$ cat src/sv/mpa_pkg.sv
// Shared types and constants of the multipatch primitive assembler.
package mpa_pkg;

	localparam logic [3:0] KIND_STRIP = 4'd0;
	localparam logic [3:0] KIND_FAN   = 4'd1;
	localparam logic [3:0] KIND_OUTER = 4'd2;
	localparam logic [3:0] KIND_INNER = 4'd3;
	localparam logic [3:0] KIND_FIRST = 4'd4;
	localparam logic [3:0] KIND_RING  = 4'd5;
	localparam logic [3:0] KIND_TRI   = 4'd6;

	localparam logic [1:0] OP_TRI = 2'd0;
	localparam logic [1:0] OP_ONE = 2'd1;
	localparam logic [1:0] OP_TWO = 2'd2;

	localparam int QDEPTH = 2;
	localparam int QPTR_W = (QDEPTH > 1) ? $clog2(QDEPTH) : 1;
	localparam int QCNT_W = $clog2(QDEPTH + 1);

	typedef struct packed {
		logic [63:0] x;
		logic [63:0] y;
		logic [63:0] z;
	} vertex_t;

	typedef struct packed {
		logic [1:0] op;
		vertex_t    p0;
		vertex_t    p1;
		vertex_t    p2;
		logic       pb;
		logic       rb;
		logic       rf;
	} job_t;

	typedef struct packed {
		logic              full;
		logic              valid;
		logic [QCNT_W-1:0] count;
	} qstat_t;

endpackage

$ cat src/sv/mpa_front.sv
// Front end: tracks part state and turns accepted vertices into emit jobs.
module mpa_front (
	input  logic            clk,
	input  logic            arst_n,
	input  logic            accept,
	input  logic            shape_start,
	input  logic            part_start,
	input  logic            part_end,
	input  logic [3:0]      part_kind,
	input  logic [63:0]     vert_x,
	input  logic [63:0]     vert_y,
	input  logic [63:0]     vert_z,
	output logic            job_valid,
	output mpa_pkg::job_t   job
);

	mpa_pkg::vertex_t first_q, older_q, newer_q;
	mpa_pkg::vertex_t first_d, older_d, newer_d;
	mpa_pkg::vertex_t v;
	logic [3:0] kind_q, kind;
	logic [1:0] pos_q, pos, pos_d;
	logic       open_q, open_c, open_d;
	logic       start;

	assign v = '{x: vert_x, y: vert_y, z: vert_z};

	always_comb begin
		kind      = part_start ? part_kind : kind_q;
		pos       = part_start ? 2'd0 : pos_q;
		open_c    = shape_start ? 1'b0 : open_q;
		start     = (pos == 2'd0);
		first_d   = first_q;
		older_d   = older_q;
		newer_d   = newer_q;
		pos_d     = pos;
		open_d    = open_c;
		job_valid = 1'b0;
		job       = '{op: mpa_pkg::OP_ONE, p0: v, p1: first_q, p2: v,
			pb: 1'b0, rb: 1'b0, rf: 1'b0};
		case (kind)
			mpa_pkg::KIND_STRIP, mpa_pkg::KIND_FAN, mpa_pkg::KIND_TRI: begin
				if (start) begin
					open_d = 1'b0;
				end
				case (pos)
					2'd0: begin
						if (kind == mpa_pkg::KIND_FAN) begin
							first_d = v;
						end else begin
							older_d = v;
						end
						pos_d = 2'd1;
					end
					2'd1: begin
						newer_d = v;
						pos_d   = 2'd2;
					end
					default: begin
						job_valid = 1'b1;
						job.op    = mpa_pkg::OP_TRI;
						job.p0    = (kind == mpa_pkg::KIND_FAN) ? first_q : older_q;
						job.p1    = newer_q;
						job.p2    = v;
						if (kind == mpa_pkg::KIND_TRI) begin
							pos_d = 2'd0;
						end else begin
							newer_d = v;
							if (kind == mpa_pkg::KIND_STRIP) begin
								older_d = newer_q;
							end
						end
					end
				endcase
			end
			mpa_pkg::KIND_OUTER, mpa_pkg::KIND_INNER,
			mpa_pkg::KIND_FIRST, mpa_pkg::KIND_RING: begin
				job_valid = 1'b1;
				if (start) begin
					if (kind == mpa_pkg::KIND_OUTER || kind == mpa_pkg::KIND_FIRST) begin
						job.pb = 1'b1;
					end else begin
						job.pb = ~open_c;
					end
					job.rb  = 1'b1;
					job.rf  = part_end;
					open_d  = 1'b1;
					first_d = v;
					pos_d   = 2'd1;
				end else if (part_end && (v != first_q)) begin
					job.op = mpa_pkg::OP_TWO;
				end else begin
					job.rf = part_end;
				end
			end
			default: begin
				if (start) begin
					pos_d = 2'd1;
				end
			end
		endcase
		if (part_end) begin
			pos_d = 2'd0;
		end
	end

	always_ff @(posedge clk or negedge arst_n) begin
		if (!arst_n) begin
			first_q <= '0;
			older_q <= '0;
			newer_q <= '0;
			kind_q  <= '0;
			pos_q   <= '0;
			open_q  <= 1'b0;
		end else if (accept) begin
			first_q <= first_d;
			older_q <= older_d;
			newer_q <= newer_d;
			kind_q  <= kind;
			pos_q   <= pos_d;
			open_q  <= open_d;
		end
	end

endmodule

$ cat src/sv/mpa_queue.sv
// Short job queue between the front end and the emitter.
module mpa_queue (
	input  logic             clk,
	input  logic             arst_n,
	input  logic             wr_en,
	input  mpa_pkg::job_t    wr_job,
	input  logic             rd_en,
	output mpa_pkg::job_t    rd_job,
	output mpa_pkg::qstat_t  stat
);

	mpa_pkg::job_t             mem_q [mpa_pkg::QDEPTH];
	logic [mpa_pkg::QPTR_W-1:0] wr_ptr_q, rd_ptr_q;
	logic [mpa_pkg::QCNT_W-1:0] count_q;

	function automatic logic [mpa_pkg::QPTR_W-1:0] next_ptr(
		input logic [mpa_pkg::QPTR_W-1:0] p);
		if (p == mpa_pkg::QPTR_W'(mpa_pkg::QDEPTH - 1)) begin
			return '0;
		end
		return p + 1'b1;
	endfunction

	assign stat.count = count_q;
	assign stat.full  = (count_q == mpa_pkg::QCNT_W'(mpa_pkg::QDEPTH));
	assign stat.valid = (count_q != '0);
	assign rd_job     = mem_q[rd_ptr_q];

	always_ff @(posedge clk) begin
		if (wr_en) begin
			mem_q[wr_ptr_q] <= wr_job;
		end
	end

	always_ff @(posedge clk or negedge arst_n) begin
		if (!arst_n) begin
			wr_ptr_q <= '0;
			rd_ptr_q <= '0;
			count_q  <= '0;
		end else begin
			if (wr_en) begin
				wr_ptr_q <= next_ptr(wr_ptr_q);
			end
			if (rd_en) begin
				rd_ptr_q <= next_ptr(rd_ptr_q);
			end
			if (wr_en && !rd_en) begin
				count_q <= count_q + 1'b1;
			end else if (rd_en && !wr_en) begin
				count_q <= count_q - 1'b1;
			end
		end
	end

endmodule

$ cat src/sv/mpa_back.sv
// Emitter: expands each job into ring vertices, one per cycle while the receiver takes them, into the output register.
module mpa_back (
	input  logic             clk,
	input  logic             arst_n,
	input  logic             job_valid,
	input  mpa_pkg::job_t    job,
	output logic             job_done,
	input  logic             out_take,
	output logic             out_valid,
	output mpa_pkg::vertex_t out_vert,
	output logic             out_pb,
	output logic             out_rb,
	output logic             out_rf,
	output logic             out_last
);

	logic [1:0]       idx_q;
	logic             valid_q;
	logic             load;
	logic             last_c, pb_c, rb_c, rf_c;
	mpa_pkg::vertex_t vert_c;

	always_comb begin
		vert_c = job.p0;
		pb_c   = 1'b0;
		rb_c   = 1'b0;
		rf_c   = 1'b0;
		last_c = 1'b0;
		case (job.op)
			mpa_pkg::OP_TRI: begin
				case (idx_q)
					2'd0: begin
						pb_c = 1'b1;
						rb_c = 1'b1;
					end
					2'd1: vert_c = job.p1;
					2'd2: vert_c = job.p2;
					default: begin
						rf_c   = 1'b1;
						last_c = 1'b1;
					end
				endcase
			end
			mpa_pkg::OP_TWO: begin
				if (idx_q != 2'd0) begin
					vert_c = job.p1;
					rf_c   = 1'b1;
					last_c = 1'b1;
				end
			end
			default: begin
				pb_c   = job.pb;
				rb_c   = job.rb;
				rf_c   = job.rf;
				last_c = 1'b1;
			end
		endcase
	end

	assign load      = job_valid && (!valid_q || out_take);
	assign job_done  = load && last_c;
	assign out_valid = valid_q;

	always_ff @(posedge clk) begin
		if (load) begin
			out_vert <= vert_c;
			out_pb   <= pb_c;
			out_rb   <= rb_c;
			out_rf   <= rf_c;
			out_last <= last_c;
		end
	end

	always_ff @(posedge clk or negedge arst_n) begin
		if (!arst_n) begin
			idx_q   <= '0;
			valid_q <= 1'b0;
		end else begin
			if (load) begin
				idx_q <= last_c ? 2'd0 : idx_q + 2'd1;
			end
			if (load) begin
				valid_q <= 1'b1;
			end else if (out_take) begin
				valid_q <= 1'b0;
			end
		end
	end

endmodule

$ cat src/sv/multipatch_primitive_assembler.sv
// Top level of the multipatch primitive assembler.
// Usage:
// Vertices enter through a queue-style port: a request is taken at a clock edge
// where push is high and full is low. Each request carries the shape and part
// tags and the raw coordinate bits of one vertex.
// Ring vertices leave through a queue-style port: while empty is low the oldest
// result is on the output ports, and it is taken at an edge where pop is high.
// A strip, fan or triangle vertex that completes a triangle gives four results,
// a ring vertex gives one or two, and other vertices give none.
// The front end takes one vertex per cycle while full is low and writes its job
// into a two-entry queue; the emitter drains one result per cycle from that queue
// while the receiver takes them, so a vertex that makes a triangle holds the emitter for its four results.
// With an idle emitter, the job of a vertex is written into the queue when its
// request is taken, and its first result is then loaded into the output register.
// When the receiver stalls, the output register holds, the queue fills and full
// rises; no result is lost.
// Reset clears all held vertices, the part state and the queue, and leaves the
// block empty and ready.
module multipatch_primitive_assembler (
	input  logic        clk,
	input  logic        arst_n,
	input  logic        push,
	output logic        full,
	input  logic        shape_start,
	input  logic        part_start,
	input  logic        part_end,
	input  logic [3:0]  part_kind,
	input  logic [63:0] vert_x,
	input  logic [63:0] vert_y,
	input  logic [63:0] vert_z,
	output logic        empty,
	input  logic        pop,
	output logic [63:0] out_x,
	output logic [63:0] out_y,
	output logic [63:0] out_z,
	output logic        polygon_begin,
	output logic        ring_begin,
	output logic        ring_finish,
	output logic        last_of_run
);

	mpa_pkg::job_t    front_job, head_job;
	mpa_pkg::qstat_t  qstat;
	mpa_pkg::vertex_t out_vert;
	logic             accept, front_valid, job_done, out_valid;

	assign full   = qstat.full;
	assign accept = push && !qstat.full;
	assign empty  = !out_valid;
	assign out_x  = out_vert.x;
	assign out_y  = out_vert.y;
	assign out_z  = out_vert.z;

	mpa_front u_front (
		.clk        (clk),
		.arst_n     (arst_n),
		.accept     (accept),
		.shape_start(shape_start),
		.part_start (part_start),
		.part_end   (part_end),
		.part_kind  (part_kind),
		.vert_x     (vert_x),
		.vert_y     (vert_y),
		.vert_z     (vert_z),
		.job_valid  (front_valid),
		.job        (front_job)
	);

	mpa_queue u_queue (
		.clk   (clk),
		.arst_n(arst_n),
		.wr_en (accept && front_valid),
		.wr_job(front_job),
		.rd_en (job_done),
		.rd_job(head_job),
		.stat  (qstat)
	);

	mpa_back u_back (
		.clk      (clk),
		.arst_n   (arst_n),
		.job_valid(qstat.valid),
		.job      (head_job),
		.job_done (job_done),
		.out_take (pop && out_valid),
		.out_valid(out_valid),
		.out_vert (out_vert),
		.out_pb   (polygon_begin),
		.out_rb   (ring_begin),
		.out_rf   (ring_finish),
		.out_last (last_of_run)
	);

	a_pb_has_rb: assert property (@(posedge clk) disable iff (!arst_n)
		(!empty && polygon_begin) |-> ring_begin)
		else $error("polygon start without ring start");

	a_single_ring_last: assert property (@(posedge clk) disable iff (!arst_n)
		(!empty && ring_begin && ring_finish) |-> last_of_run)
		else $error("one-vertex ring is not the last result of its vertex");

	a_queue_bound: assert property (@(posedge clk) disable iff (!arst_n)
		qstat.count <= mpa_pkg::QCNT_W'(mpa_pkg::QDEPTH))
		else $error("job queue overflow");

	a_done_needs_job: assert property (@(posedge clk) disable iff (!arst_n)
		job_done |-> qstat.valid)
		else $error("job retired from an empty queue");

endmodule
$ cat config.mk
export PLATFORM = sky130hd
export DESIGN_NAME = multipatch_primitive_assembler
export DESIGN_NICKNAME = d
export VERILOG_FILES = /design/src/sv/mpa_pkg.sv /design/src/sv/mpa_front.sv /design/src/sv/mpa_queue.sv /design/src/sv/mpa_back.sv /design/src/sv/multipatch_primitive_assembler.sv
export SDC_FILE = /design/constraint.sdc
export NUM_CORES = 2
export LEC_CHECK = 0
export BUFFER_PORTS_ARGS = -buffer_cell sky130_fd_sc_hd__buf_4
export CORE_MARGIN = 2
export CORE_UTILIZATION = 62
export DETAILED_ROUTE_END_ITERATION = 8
export PLACE_DENSITY = 0.87
export SLEW_MARGIN = 5
export SYNTH_ARGS = -nofsm -noshare
export SYNTH_HDL_FRONTEND = slang
export SYNTH_HIERARCHICAL = 1
export SYNTH_SLANG_ARGS = --single-unit
$ cat constraint.sdc
create_clock -name clk -period 31.8 [get_ports clk]
set_input_delay 7.95 -clock clk [delete_from_list [all_inputs] [get_ports clk]]
set_output_delay 7.95 -clock clk [all_outputs]
set_load 0.005 [all_outputs]
==> flow_summary.json <==
{
  "grt_pass1_wl_microns": 356800,
  "fmax_ghz": 0.07549,
  "path_class": "in -> reg",
  "nFillCells": 8942,
  "synth_edf_count": 1358,
  "rsz0062_at_grt": "no",
  "dieArea_sq_um": 147600,
  "cts_root_buffer": "clkbuf_16",
  "clock-sinks": 1948,
  "r2r_setup_slack_ns": 25.44,
  "syn_area_per_cell_sq_um": 14.43,
  "worstPathRequired_ns": 32.22,
  "skew_ns": 0.03419,
  "netlist_instances": 6212,
  "firstDrtPassIters": 6,
  "drc_errors": 0,
  "clkLatencyLatePin_ns": 0.84,
  "vias": 55883,
  "port_buffers": 400,
  "syn-num-nets": 6420,
  "synth_top_area_cell": "edfxtp_1",
  "grt_use_total_pct": 32.44,
  "leakagePower_nw": 37.86,
  "cts_made_buffers": 190,
  "status": "completed",
  "final-setup-viol-count": 0,
  "grt_max_degree": 216,
  "fp-row-count": 139,
  "dp_hpwl_microns": 141200,
  "slowest_delay_ns": 1.03,
  "final_core_util_pct": 68.47,
  "fin_crit_ns": 13.25,
  "synth.top_cells.by_count": "1,358 x edfxtp_1, 1,091 x mux2_2, 590 x dfrtp_1, 387 x nand2_1, 385 x mux2i_1",
  "ioPinCount": 401,
  "wl_microns": 243200,
  "critPathBufInv": 4,
  "fin_nets": 6449,
  "fin_ws_ns": 18.55,
  "period_share_pct": 41.66,
  "drtAntennaViolNets": 0,
  "power_density_nw_per_um2": 99.95,
  "peakVddDrop_mv": 0.09427,
  "hold_path_class": "reg -> reg",
  "slew_viol_final": 0,
  "worst_setup_path_start_kind": "primary input",
  "cts_tree": "yes",
  "endpoint_kind": "flip-flop",
  "crit_path_frequent_cell": "buf_4",
  "ys_seq_area_share_pct": 61.96,
  "crit_family": "buffers and inverters",
  "worstPathCellList": "buf_4, mux2_2, a21oi_4, o21ai_2, or2_4, nand2_1, and3b_1, nor2b_4, buf_4, buf_4, buf_4",
  "yosysWarnings": 6,
  "synthTopCellsByArea": "edfxtp_1 45%, dfrtp_1 16%, mux2_2 14%",
  "worst_pin_slew_ns": 1.239,
  "netlist_area_sq_um": 89650,
  "avgRoutedWirePerCell_microns": 29.20,
  "multi_input_area_sq_um": 30060,
  "cts_resized": 0,
  "yosysTopAreaCellShare_pct": 45.49,
  "synthToLayoutAreaGrowth_pct": 9.589,
  "tns_ns": 0,
  "dpl_worst_slack_ns": 17.87,
  "clk_path_buf_depth": 3,
  "clk_pin_slew_ns": 0.06,
  "start_util_pct": 62.48,
  "drt_iter0_drc": 6888,
  "die_height_microns": 384.3,
  "antenna_found_initial": 38,
  "coreArea_sq_um": 143500,
  "dieWidth_microns": 384.3,
  "yosysMostFrequentCell": "edfxtp_1",
  "drive_above_1_share_pct": 29.43,
  "slew_headroom_pct": 17.42,
  "grt_pass1_vias": 56220,
  "grt_overflow": 0,
  "drv_cap": 0,
  "async_flop_share_pct": 30.29,
  "ys_types": 53,
  "crit_fanout": 78,
  "place.gp.congestion": 0.8290,
  "ys_ff_latch": 1948,
  "critPathSlowestCell": "buf_4",
  "timing_hold_violations_final": 0,
  "postCtsSetupBuffers": 0,
  "seq_area_sq_um": 55550,
  "cp.arrival_ns": 13.67,
  "ys.flop_type": "edfxtp_1",
  "routed_via_density": 6.708,
  "htree_num_levels": 4,
  "postCtsHoldBufs": 0
}
cell families (layout without fill, tap and decap cells):
| family | count (synthesis) | count (layout) | synth area share [%] |
|---|---|---|---|
| DFF | 1948 | 1948 | 61.96 |
| adders and majority gates | 5 | 5 | 0.06979 |
| buffers and inverters | 653 | 850 | 4.671 |
| AOI/OAI and AO/OA | 1179 | 1179 | 9.344 |
| xor gates and xnor gates | 199 | 199 | 1.944 |
| muxes | 1547 | 1547 | 18.90 |
| and+or+nand+nor | 681 | 681 | 3.117 |
| other | 0 | 19 | 0 |
power by group:
group / internal, mW / switching, mW / total (mW) / leakage (nW)
sequential: 3.59 / 0.446 / 4.04 / 19.7
combinational: 1.40 / 2.06 / 3.46 / 15.0
clock: 1.35 / 0.976 / 2.32 / 3.17
per-layer routing:
metal	vias to the layer above	wire length [microns]	GRT usage, %
met5	-	176	0
met4	26	14570	18.50
met3	668	25240	7.320
met2	3361	113100	50.27
met1	28331	90140	42.50
li1	23497	-	-
worst register-to-register path, stage by stage (launching register included):
cell and delay (ns):
dfrtp_4 1.01, buf_4 0.96, mux2_8 0.85, or2_4 0.78
buf_4 0.74, buf_4 1.04, a211oi_1 0.17, a311o_1 0.50
flip-flops by register name, indices dropped and copies added (netlist names):
signal            flops
u_back/out_rb         1
u_queue/rd_ptr_q      1
u_back/out_last       1
u_back/out_pb         1
u_front/first_q     192
u_front/newer_q     192
u_front/open_q        1
u_queue/mem_q      1162
u_back/idx_q          2
u_back/out_vert     192
u_front/pos_q         2
u_back/out_valid      1
u_back/out_rf         1
u_front/kind_q        4
u_front/older_q     192
u_queue/count_q       2
u_queue/wr_ptr_q      1
layout make-up:
| cell class | instances | share of cell area (%) |
|---|---|---|
| sequential | 1948 | 56.54 |
| multi-input combinational | 3611 | 30.60 |
| clock buffer | 277 | 5.575 |
| timing repair buffer | 481 | 3.772 |
| tap | 1903 | 2.424 |
| clock inverter | 83 | 1.006 |
| antenna | 19 | 0.04840 |
| inverter | 9 | 0.03439 |
cells in the final DEF, fill, tap and decap left out, types with 9 or more instances in the layout:
cell and n:
mux2_2 1089, inv_1 9, nand2_1 387, xor2_1 196, clkinv_1 16, dfrtp_1 589
edfxtp_1 1358, o21ai_0 226, a211oi_1 191, bufinv_16 18, clkinv_2 27, a311o_1 192
a22oi_1 191, o21a_1 191, clkbuf_16 194, mux2_1 71, nor4_1 49, a21oi_1 9
clkbuf_8 31, mux2i_1 385, diode_2 19, nand4_1 12, o21ai_1 160, inv_6 10
nor2_1 200, clkbuf_1 52, buf_4 473
through the flow:
stage / power, mW / instance area, sq um / hold slack, ns / cells
after global routing: 10.16 / 98220 / 0.4951 / 8324
final: 9.819 / 98240 / 0.4802 / 8331
after floorplan: 6.316 / 89650 / 0.4474 / 6212
after global placement: 7.242 / 91730 / 0.4615 / 7952
after detailed placement: 7.407 / 91730 / 0.4696 / 7952
after CTS: 9.751 / 98190 / 0.4809 / 8312
final timing paths:
check	start	endpoint	cells after the start
max in group asynchronous	arst_n	u_front/older_q[180]	4
min in group asynchronous	arst_n	u_front/older_q[66]	1
setup reg to reg	u_queue/rd_ptr_q	u_back/out_vert[5]	7
hold / removal	u_queue/count_q[1]	u_queue/count_q[1]	1
setup / recovery	part_start	u_queue/mem_q[0][234]	11
hold reg to reg	u_queue/count_q[1]	u_queue/count_q[1]	1
Power figures use the tool's default switching activity.
